## src/dwc_ram.sv

```systemverilog
// ----------------------------------------------------------------------------
// dwc_ram: generic simple dual-port RAM
// One write port, one read port, read data registered.
// ----------------------------------------------------------------------------
module dwc_ram #(
    parameter int WIDTH = 16,
    parameter int DEPTH = 256
) (
    input  logic                     aclk,
    input  logic                     wr_en,
    input  logic [$clog2(DEPTH)-1:0] wr_addr,
    input  logic [WIDTH-1:0]         wr_data,
    input  logic [$clog2(DEPTH)-1:0] rd_addr,
    output logic [WIDTH-1:0]         rd_data
);
    logic [WIDTH-1:0] mem_reg [DEPTH];
    logic [WIDTH-1:0] rd_data_reg;

    // Write port
    always_ff @(posedge aclk) begin
        if (wr_en) begin
            mem_reg[wr_addr] <= wr_data;
        end
    end

    // Registered read port
    always_ff @(posedge aclk) begin
        rd_data_reg <= mem_reg[rd_addr];
    end

    assign rd_data = rd_data_reg;

endmodule

```

## config.mk

```make
export PLATFORM = sky130hd
export DESIGN_NAME = dwc_ram
export DESIGN_NICKNAME = d
export VERILOG_FILES = /design/src/dwc_ram.sv
export SDC_FILE = /design/constraint.sdc
export NUM_CORES = 2
export LEC_CHECK = 0
export BUFFER_PORTS_ARGS = -buffer_cell sky130_fd_sc_hd__buf_2
export CORE_MARGIN = 5
export CORE_UTILIZATION = 40
export DETAILED_ROUTE_END_ITERATION = 8
export PLACE_DENSITY_LB_ADDON = 0.25
export SLEW_MARGIN = 20
export SYNTH_ARGS = -nofsm -noshare
export SYNTH_HDL_FRONTEND = slang
export SYNTH_SLANG_ARGS = --single-unit
```

## constraint.sdc

```tcl
create_clock -name aclk -period 3.51 [get_ports aclk]
set_input_delay 1.053 -clock aclk [delete_from_list [all_inputs] [get_ports aclk]]
set_output_delay 1.053 -clock aclk [all_outputs]
set_load 0.03 [all_outputs]
```

# Word-level counts from Yosys, hierarchy flattened
# Memory sizes are Yosys's and may differ from the RTL's. A register that Yosys moved wholly into a read port is not among the register bits.
# Index checks and enable logic that the tools add are counted.
[totals]
ramBits = 4096
output_inout_bits = 16
word_cells = 3
ff_bits = 0
mem_count = 1
[memory_table]
columns = ["memory", "depth", "word_bits", "rd", "rd_ports_with_merged_regs", "wr", "line", "text"]
rows = [
  ["mem_reg", 256, 16, 1, 1, 1, "16", "logic [WIDTH-1:0] mem_reg [DEPTH];"],
]
[op_classes]
mux = 2
[op_table]
columns = ["operator", "count"]
rows = [
  ["1-bit 2-to-1 mux", 2],
]

# Longest topological paths before layout
[depth]
depth_word = 2
ltp_mapped = 12
ltp_nobuf = 6

# Worst setup path before layout
# Ideal clock, no wire load.
[synth_timing]
path_type = "input to register"
from = "input wr_addr[3]"
to = "memory mem_reg[235][0], enable pin"
stages = 6
t_arrival_ns = 2.830
t_required_ns = 3.122
path_slack_ns = 0.292
cell_sequence = "clkbuf_1 nor2b_1 clkbuf_1 nand4_1 clkbuf_1 nor2_1"
[synth_rtl]
columns = ["item", "line", "text"]
rows = [
  ["start, declared", "11", "input logic [$clog2(DEPTH)-1:0] wr_addr,"],
  ["end, declared", "16", ""],
]
# Straight into the memory's write port.

==> metrics.md <==
| Metric | Value |
|---|---|
| Outcome | complete, no violations |
| Max reg flops | 4,096 |
| Most used DFF post-synth | edfxtp_1 |
| Row cnt | 231 |
| RSZ-0062 raised after global routing | false |
| Detailed placement HPWL | 285,500 um |
| Avg Vias per Cell | 5.765 |
| CP arrival | 4.34 ns |
| DRC errors left | 0 |
| Final Hold Fails | 0 |
| Post-synth top cells | edfxtp_1, mux4_2, mux2i_1, nor2_1, o221ai_1 |
| Asr flop ratio synth | 0% |
| Flops & latches, synth | 4,112 |
| CTS tree | done |
| Final min period | 3.509 ns |
| Worst R2R Setup Slack | 0.47 ns |
| Routability cong. | 0.8678 |
| Worst-path clk slew | 0.06 ns |
| Slew Limit Fails | 0 |
| Crit Path Max Fanout | 15 |
| Nets | 8,449 |
| GRT Total Usage | 21.65% |
| Die area | 409,500 um^2 |
| Syn-to-layout area delta | 17.68% |
| Unique masters post-synth | 52 |
| Iteration-0 DRC Markers | 9,529 |
| Dpl cell area | 173,200 um^2 |
| Initial antenna violation count | 28 |
| Setup violators final | 0 |
| Final wirelength | 449,800 um |
| Top cells by area, synth | edfxtp_1, mux4_2, mux2i_1 |
| WL per Instance | 32.08 um |
| R2r endpoint | rd_data[3] |
| Share of the synthesized area in the top cell type | 77.50% |
| Hold Path Stages | 1 |
| Worst hold start | wr_data[3] |
| F_max | 285.0 MHz |
| Leak pwr | 60.27 nW |
| Largest net degree at the start of global routing | 120 |
| Fraction of layout instances using a drive strength above 1 | 31.05% |
| I/O Buffers | 49 |
| ANT nets after route | 0 |
| Most common cell in the netlist | edfxtp_1 |
| Sequential-to-total area share from yosys stat | 77.70% |
| Least-Margin Pin Slew | 1.050 ns |
| Placed insts | 13,240 |
| WP data required | 4.34 ns |
| Mapped Nets | 7,394 |
| Cell chosen for the clock root | clkbuf_16 |
| Clk_lat worst skew | 0.97 ns |
| Worst IR drop on VDD | 467.0 uV |
| Final Cell Area | 186,800 um^2 |
| Htree depth | 5 |
| Setup ws final | 0.0006217 ns |
| CTS Sinks | 4,112 |
| Setup CP Type | input pin to flop |
| R2R depth | 8 |
| Setup tns final | 0 ns |
| Die extent in x | 639.9 um |
| Starting density of the core | 40.11% |
| Postcts setup bufs | 0 |
| Cell Count, Final, Fillers Out | 14,023 |
| Synth Area per Inst | 21.56 um^2 |
| Die Ht | 639.9 um |
| First-pass GRT wire length | 633,100 um |
| Cell taking the most area after synthesis | edfxtp_1 |
| Warnings, synthesis | 0 |
| Max-slew headroom | 29.98% |
| Post-Syn Instances | 7,360 |
| Final period utilization | 99.98% |
| DRT Pass-1 Iters | 6 |
| HP Class | input pin to flop |
| Total power | 103.9 mW |
| Vias in the first global route | 81,169 |
| Endpoint class of the critical path | flop |
| Via count | 80,843 |
| CTS Buf Count | 415 |
| Reg2reg start | mem_reg[2][3] |
| Mapped Area | 158,700 um^2 |
| I/O pins | 50 |
| Number of max-cap violations | 0 |
| Worst hold endpoint | mem_reg[247][3] |
| EDFF count, synth | 4,096 |
| Max Clock Skew | 0.06354 ns |
| Dpl ws | -1.241 ns |
| Core area | 395,700 um^2 |
| Clk buf depth | 4 |
| Grt total ovfl | 0 |
| Worst Setup Start Kind | input pin |
| Power density over the cells | 556.2 nW/um^2 |
## per-stage QoR
step                utilization (%)  hold WS (ns)
finish                        47.20        0.5237
global route                  47.20        0.5064
CTS                           47.18        0.4726
detailed placement            43.78         1.053
global placement              43.78         1.013
floorplan                         -        0.8538
## logic make-up (layout without fill, tap and decap cells)
| family | count (synthesis) | after routing | synth area share (%) |
|---|---|---|---|
| AO/OA/AOI/OAI | 786 | 786 | 3.537 |
| other | 0 | 19 | 0 |
| flip-flops | 4112 | 4112 | 77.70 |
| multiplexers | 1450 | 1450 | 15.50 |
| buffers and inverters | 456 | 1858 | 1.693 |
| AND/OR/NAND/NOR | 556 | 556 | 1.574 |
## per-layer routing
metal | routed length (um) | vias to the layer above | part of all wire (%) | GRT usage (%)
li1 | - | 33470 | - | -
met1 | 181400 | 43461 | 40 | 29.73
met5 | 54 | - | 0.012 | 0
met4 | 17370 | 8 | 3.9 | 7.738
met3 | 34860 | 646 | 7.8 | 3.999
met2 | 216100 | 3258 | 48 | 34.80
## layout by cell type, fill, tap and decap left out, types with 18 or more instances in the layout
cell type / n
clkinv_1: 95
clkinv_2: 87
nor2_1: 192
a21oi_1: 174
buf_12: 159
bufinv_16: 39
diode_2: 19
nand2_1: 37
o221ai_1: 252
mux4_2: 797
clkbuf_16: 417
buf_4: 884
nand3_1: 25
buf_2: 28
nor2_2: 111
a221oi_1: 28
a22o_1: 32
o21ai_0: 37
clkbuf_1: 71
mux2i_1: 565
a211oi_1: 18
a22oi_1: 41
nor3_1: 89
nand4_1: 26
mux2_2: 88
o22ai_1: 148
edfxtp_1: 4096
## power by group
group | internal, mW | total, mW | switching (mW)
Sequential | 54.1 | 54.2 | 0.116
Combinational | 2.24 | 5.93 | 3.69
Clock | 24.9 | 43.7 | 18.8
## final cells by class
| cell class | count | area [um^2] |
|---|---|---|
| antenna | 19 | 47.55 |
| sequential | 4112 | 123300 |
| clock inverter | 271 | 2679 |
| timing repair buffer | 1090 | 10240 |
| tap | 5242 | 6559 |
| multi-input combinational | 2792 | 33130 |
| clock buffer | 493 | 10770 |
| fill | 32272 | 208900 |
| inverter | 4 | 27.53 |
## worst max-delay path: stages
cell	delay, ns
buf_12	0.17
buf_4	0.28
buf_12	0.23
buf_4	0.23
mux4_2	0.53
mux4_2	0.51
a22o_1	0.36
o32ai_1	0.59
buf_4	0.26
nor4_1	0.06
## worst max-delay path by stage
| stage | from | end | slack [ns] | cells past startpoint |
|---|---|---|---|---|
| 2_1_floorplan | wr_addr[3] | mem_reg[235][0] | 0.29 | 6 |
| 3_3_place_gp | rd_addr[0] | rd_data[8] | -1.17 | 10 |
| 3_5_place_dp | rd_addr[0] | rd_data[8] | -1.24 | 10 |
| 4_1_cts | rd_addr[0] | rd_data[3] | 0.02 | 11 |
| 5_1_grt | rd_addr[0] | rd_data[3] | 0.03 | 11 |
| 6_report | rd_addr[0] | rd_data[15] | 0.0006 | 10 |
## timing repair
item | CTS | global route
resized for setup | 1 | 6
endpoints found under the setup margin | 1 | 4
pin swaps | 0 | 2
hold buffers | 0 | 0
Note: power is estimated with default switching activity, not from simulation.
