===== src/dwc_pkg.sv =====
// ----------------------------------------------------------------------------
// dwc_pkg: shared types and constants for the depthwise 11-tap convolution
// Sizes of the weight and history stores, field widths, the MAC control
// struct and the round/saturate helper for Q16.20 to Q8.8.
// ----------------------------------------------------------------------------
package dwc_pkg;

    // Block sizing
    localparam int MAX_CHANNELS = 256;
    localparam int TAPS         = 11;
    localparam int HALF         = TAPS / 2;
    localparam int HIST         = TAPS - 1;
    localparam int LAG          = TAPS - 1 - HALF;

    // Fixed field widths
    localparam int CH_W   = 8;
    localparam int CFG_W  = 9;
    localparam int POS_W  = 16;
    localparam int VAL_W  = 16;
    localparam int TAP_W  = 4;
    localparam int PROD_W = 2 * VAL_W;
    localparam int ACC_W  = PROD_W + $clog2(TAPS);
    localparam int FRAC_SHIFT = 12;

    // Store geometry
    localparam int WDEPTH  = MAX_CHANNELS * TAPS;
    localparam int HDEPTH  = MAX_CHANNELS * HIST;
    localparam int WADDR_W = $clog2(WDEPTH);
    localparam int HADDR_W = $clog2(HDEPTH);
    localparam int SLOT_W  = $clog2(HIST);

    // Input opcodes
    localparam logic OP_WEIGHT = 1'b0;
    localparam logic OP_SAMPLE = 1'b1;

    // Per-tap control traveling with the read data into the MAC
    typedef struct packed {
        logic valid;   // a tap term is present
        logic first;   // first term of a sum: restart the accumulator
        logic use_tap; // term inside the position window, else zero
    } mac_ctl_t;

    // Round half up by 2^11, arithmetic shift by 12, saturate to Q8.8
    function automatic logic signed [VAL_W-1:0] round_sat(
        input logic signed [ACC_W-1:0] acc
    );
        logic signed [ACC_W:0]            biased;
        logic signed [ACC_W-FRAC_SHIFT:0] shifted;
        logic signed [ACC_W-FRAC_SHIFT:0] max_v;
        logic signed [ACC_W-FRAC_SHIFT:0] min_v;
        biased  = (ACC_W+1)'(acc) + (ACC_W+1)'(1 << (FRAC_SHIFT - 1));
        shifted = biased[ACC_W:FRAC_SHIFT];
        max_v   = (ACC_W-FRAC_SHIFT+1)'((1 << (VAL_W - 1)) - 1);
        min_v   = -(ACC_W-FRAC_SHIFT+1)'(1 << (VAL_W - 1));
        if (shifted > max_v) begin
            round_sat = {1'b0, {(VAL_W-1){1'b1}}};
        end else if (shifted < min_v) begin
            round_sat = {1'b1, {(VAL_W-1){1'b0}}};
        end else begin
            round_sat = shifted[VAL_W-1:0];
        end
    endfunction

endpackage


===== src/dwc_mac.sv =====
// ----------------------------------------------------------------------------
// dwc_mac: shared multiply-accumulate unit
// One 16x16 product per cycle, registered, then summed into a 36-bit
// accumulator. The rounded and saturated Q8.8 view of the sum is output.
// ----------------------------------------------------------------------------
module dwc_mac (
    input  logic                               aclk,
    input  logic                               aresetn,
    input  dwc_pkg::mac_ctl_t                  ctl,
    input  logic signed [dwc_pkg::VAL_W-1:0]   x,
    input  logic signed [dwc_pkg::VAL_W-1:0]   w,
    output logic signed [dwc_pkg::VAL_W-1:0]   result
);
    import dwc_pkg::*;

    logic signed [PROD_W-1:0] prod_reg;
    logic signed [PROD_W-1:0] prod_next;
    mac_ctl_t                 ctl1_reg;
    logic signed [ACC_W-1:0]  acc_reg;
    logic signed [ACC_W-1:0]  acc_next;

    // Multiply stage: terms outside the window contribute zero
    always_comb begin
        prod_next = ctl.use_tap ? PROD_W'(x * w) : '0;
    end

    always_ff @(posedge aclk) begin
        if (!aresetn) begin
            ctl1_reg <= '0;
        end else begin
            ctl1_reg <= ctl;
        end
    end

    always_ff @(posedge aclk) begin
        if (ctl.valid) begin
            prod_reg <= prod_next;
        end
    end

    // Accumulate stage
    always_comb begin
        acc_next = (ctl1_reg.first ? '0 : acc_reg) + ACC_W'(prod_reg);
    end

    always_ff @(posedge aclk) begin
        if (ctl1_reg.valid) begin
            acc_reg <= acc_next;
        end
    end

    assign result = round_sat(acc_reg);

endmodule


===== config.mk =====
export PLATFORM = sky130hd
export DESIGN_NAME = dwc_mac
export DESIGN_NICKNAME = d
export VERILOG_FILES = /design/src/dwc_pkg.sv /design/src/dwc_mac.sv
export SDC_FILE = /design/constraint.sdc
export NUM_CORES = 1
export LEC_CHECK = 0
export BUFFER_PORTS_ARGS = -buffer_cell sky130_fd_sc_hd__buf_2
export CAP_MARGIN = 20
export CORE_ASPECT_RATIO = 1.2
export CORE_MARGIN = 2
export CORE_UTILIZATION = 58
export DETAILED_ROUTE_END_ITERATION = 7
export GPL_TIMING_DRIVEN = 1
export HOLD_SLACK_MARGIN = 0.12
export PLACE_DENSITY = 0.75
export SYNTH_ARGS = -nofsm -noshare
export SYNTH_HDL_FRONTEND = slang
export SYNTH_SLANG_ARGS = --single-unit

===== constraint.sdc =====
create_clock -name aclk -period 9.7 [get_ports aclk]
set_clock_uncertainty 0.05 [all_clocks]
set_input_delay 1.455 -clock aclk [delete_from_list [all_inputs] [get_ports aclk]]
set_output_delay 1.455 -clock aclk [all_outputs]
set_load 0.01 [all_outputs]

-- Yosys cells after proc, flatten, opt, wreduce, memory -nomap -nowiden
Cells that the tools add are included.
- memory bits (read-only): 0
- memories: 0
- bits in writable memories: 0
- register bits: 70
- latch bits: 0
- input bits: 37
- word-level logic and storage cells: 12
- reductions and logical operators: 0
- multiply operators: 1
- eq/ne operators: 0
- bitwise gates (word level): 0
- order comparisons: 2
- divide/modulo/power cells: 0
- muxes and demuxes: 3
- shift-type cells: 0
- $add $sub $neg: 2
- operator list (operator ; count):
    $add A36 B13 Y37 const B ; 1
    $add A36 B36 Y36 ; 1
    $mux W36 ; 1
    $mul A16 B16 Y32 ; 1
    $mux W16 ; 2
    $gt A25 B16 Y1 const B ; 1
    $lt A25 B16 Y1 const B ; 1

-- Logic depth before layout (Yosys ltp)
- depth in word-level cells: 4
- depth in mapped cells: 24
- mapped depth without buffers: 23

-- Least setup slack after synthesis
Ideal clock, no wire load.
- path type: input to register
- from: input port x[15] in the netlist's numbering
- to: register prod_reg[29], data pin
- path slack: 2.036 ns
- data required time: 9.395 ns
- buffers on the path: 2
- data arrival time: 7.359 ns
- setup time: 0.255 ns
- cell stages on the path: 22
- path through: clkbuf_1 -> nand2_1 -> fa_1 -> inv_1 -> fa_1 -> fa_1 -> fa_1 -> fa_1 -> inv_1 -> fa_1 -> inv_1 -> ha_1 -> clkbuf_1 -> a21o_1 -> a21o_1 -> a21o_1 -> a22oi_1 -> o31ai_1 -> or4_1 -> o21ai_0 -> xnor2_1 -> and2_1
- word-level cells in the longest chain between the ends: 1
- ends and longest elaborated chain (item ; line ; text):
    from (decl) ; dwc_mac.sv:10 ; input logic signed [dwc_pkg::VAL_W-1:0] x,
    $mul A16 B16 Y32 ; dwc_mac.sv:24 ; prod_next = ctl.use_tap ? PROD_W'(x * w) : '0;
    to (signal assigned) ; dwc_mac.sv:37 ; prod_reg <= prod_next;
    to (decl) ; dwc_mac.sv:16 ; logic signed [PROD_W-1:0] prod_reg;
Every way passes these cells.
A chain may end at the register's enable or synchronous reset.

-- Worst setup path after layout
Ends and elaborated chain as after synthesis.

==> run_results.csv <==
group,metric,value,unit
status,status,"complete, no violations",
critical_path,crit_top_cell,"fa_1",
cts,cts_hold_buf,0,
critical_path,crit_type,"in -> reg",
critical_path,path_cells,"buf_2 -> nand2_1 -> fa_1 -> inv_1 -> fa_1 -> fa_1 -> fa_1 -> fa_1 -> inv_1 -> fa_1 -> inv_1 -> ha_1 -> a21o_1 -> a21o_1 -> a21o_1 -> a22oi_1 -> o31ai_1 -> or4_1 -> o21ai_0 -> xnor2_1 -> and2_1",
global_routing,grt_pass1_wl,53500,um
routing,vias,10600,
routing,ant_nets,0,
cts,cts_root_buffer,"clkbuf_16",
timing,timing.hold.ws,0.508,ns
yosys,synth_cell_type_count,73,
die,initial_core_util,58.8,%
critical_path,r2r-end,"acc_reg[34]",
die,die_w,151,um
timing,slew_headroom,40.0,%
die,die_h,180,um
yosys,synth_top_area_share,35.2,%
cts,cts_tree,"done",
cts,cts.sink_count,70,
yosys,synth-simple-area-share,16.8,%
timing,setup_viol_count_final,0,
yosys,synth_edf_count,68,
yosys,yosysMostFrequentCell,"inv_1",
yosys,ys.warnings.count,0,
critical_path,slowest_delay,0.95,ns
yosys,synth-xor-area-share,4.62,%
routing,drcViolationCount,0,
global_routing,grt_overflow,0,
routing,wire_per_inst,15.4,um
yosys,synth_fa_ha_area_share,45.0,%
critical_path,startpoint_type,"input pin",
timing,slew_viol_final,0,
run,cap_viol_max_count,0,
critical_path,r2r-start,"ctl1_reg[1]",
timing,fmax,0.130,GHz
cts,post_cts_buffers,0,
placement,port_buffers,52,
hold_path,whs_endpoint,"acc_reg[0]",
hold_path,worst_hold_startpoint,"prod_reg[0]",
hold_path,min_path_cells,1,
die,dieArea,27100,sq um
timing,worstMarginPinSlew,0.892,ns
timing,finalCriticalPeriod,7.70,ns
cts,clk_pin_slew,0.05,ns
cts,clk_latency,0.33,ns
critical_path,end_kind,"register",
layout,nets,2042,
routing,drt_iter0_markers,504,
layout,fillCellCount,2161,
layout,drive_gt1_share,6.26,%
critical_path,crit_arrival,7.73,ns
critical_path,cp_max_fo,16,
placement,dp_hpwl,25400,um
layout,fin_util,62.0,%
critical_path,ff2ff_setup_slack,6.08,ns
yosys,synth_area_leaders,"fa_1, edfxtp_1, ha_1, inv_1, and2_1",
global_routing,grt_usage,24.2,%
routing,drt_pass1_iterations,5,
timing,hold_viol_final,0,
global_routing,grt_antenna_before_repair,0,
yosys,synth_seq_area_share,13.9,%
critical_path,crit_buf_inv,4,
die,core_area,25500,sq um
cts,cts.htree.levels,3,
yosys,ys.flop_type,"edfxtp_1",
yosys,synthCells,1604,
critical_path,slowest_stage,"fa_1",
global_routing,grt_max_degree,37,
yosys,syn_nets,2022,
critical_path,worst_ep_required_time,9.73,ns
yosys,synth_mux_area_share,0.0668,%
yosys,ys_async_sr_fraction,0,%
yosys,synthTopCellsByCount,"inv_1, fa_1, nand2_1",
hold_path,hold_path_class,"reg -> reg",
cts,cts_resized,0,
timing,timing.final.ws_setup,2.00,ns
yosys,synth_top_family_by_area,"adder cells",
timing,rsz0062_at_grt,"no",
yosys,synth-compound-area-share,9.70,%
critical_path,crit_family,"adder cells",
cts,cts_buffers,9,
layout,largest_reg_flops,36,
yosys,ys_ff_latch,70,
routing,wirelength,30200,um
routing,avgViaCountPerCell,5.39,
placement,dp_slack,1.64,ns
global_routing,grt_pass1_vias,11400,
die,io_pins,53,
cts,clk_path_buf_depth,2,
placement,gp_congestion,0.916,
timing,min_period_over_period,79.4,%
critical_path,worstRegToRegCells,13,
die,rows,64,
yosys,syn_avg_cell_area,9.34,sq um
yosys,yosysTopAreaCell,"fa_1",
timing,setup_tns,0,ns
yosys,synth_area,15000,sq um
layout,syn_to_final_growth,5.44,%
layout,n_antenna_cell,0,
==> how the worst max path moves through the flow <==
| stage | startpoint | to | cells past startpoint |
|---|---|---|---|
| after global routing | w[4] | prod_reg[29] | 21 |
| after global placement | w[4] | prod_reg[29] | 21 |
| after floorplan | x[15] | prod_reg[29] | 22 |
| final | x[15] | prod_reg[29] | 21 |
| after CTS | x[15] | prod_reg[29] | 21 |
| after detailed placement | x[15] | prod_reg[29] | 21 |
==> layout make-up <==
class                   count  area [sq um]  share of cell area (%)
well taps                 330           413                    2.62
clock buffers               9           225                    1.43
clock inverters             7          88.8                   0.563
inverters                 343          1290                    8.15
flip-flops and latches     70          2080                    13.2
multi-input cells        1146         11400                    72.3
repair buffers             54           275                    1.74
==> layout by cell type (no fill, tap or decap), drive strengths merged, types with 50 or more instances in the layout <==
cell,netlist,final
inv,343,343
fa,263,263
nand2,155,155
and2,152,152
ha,118,118
edfxtp,68,68
xnor2,54,54
nor2,54,54
buf,4,54
o21ai,50,50
==> per-layer routing <==
layer  vias up  global-route usage (%)  share of wire (%)
met5         -                       0                  0
met4         0                    4.75                1.1
met3        21                    3.49                5.9
met2       273                    41.1                 49
met1      5216                    33.5                 44
li1       5051                       -                  -
==> stage by stage <==
stage	instance area (sq um)	std cells
after CTS	15800	1959
after global routing	15800	1959
after detailed placement	15500	1943
after global placement	15500	1943
final	15800	1959
after floorplan	15000	1604
==> kinds of logic (layout without fill, tap and decap cells) <==
group                    Yosys count  count (layout)
XOR/XNOR                          79              79
AO/OA/AOI/OAI                    202             202
adder cells (fa/ha/maj)          381             381
buffers and inverters            388             413
flip-flops                        70              70
multiplexers                       1               1
AND/OR/NAND/NOR                  483             483
Power is left out: the tool's default activity adds up to more than one toggle a clock period on the data nets, which glitch-free logic cannot reach.
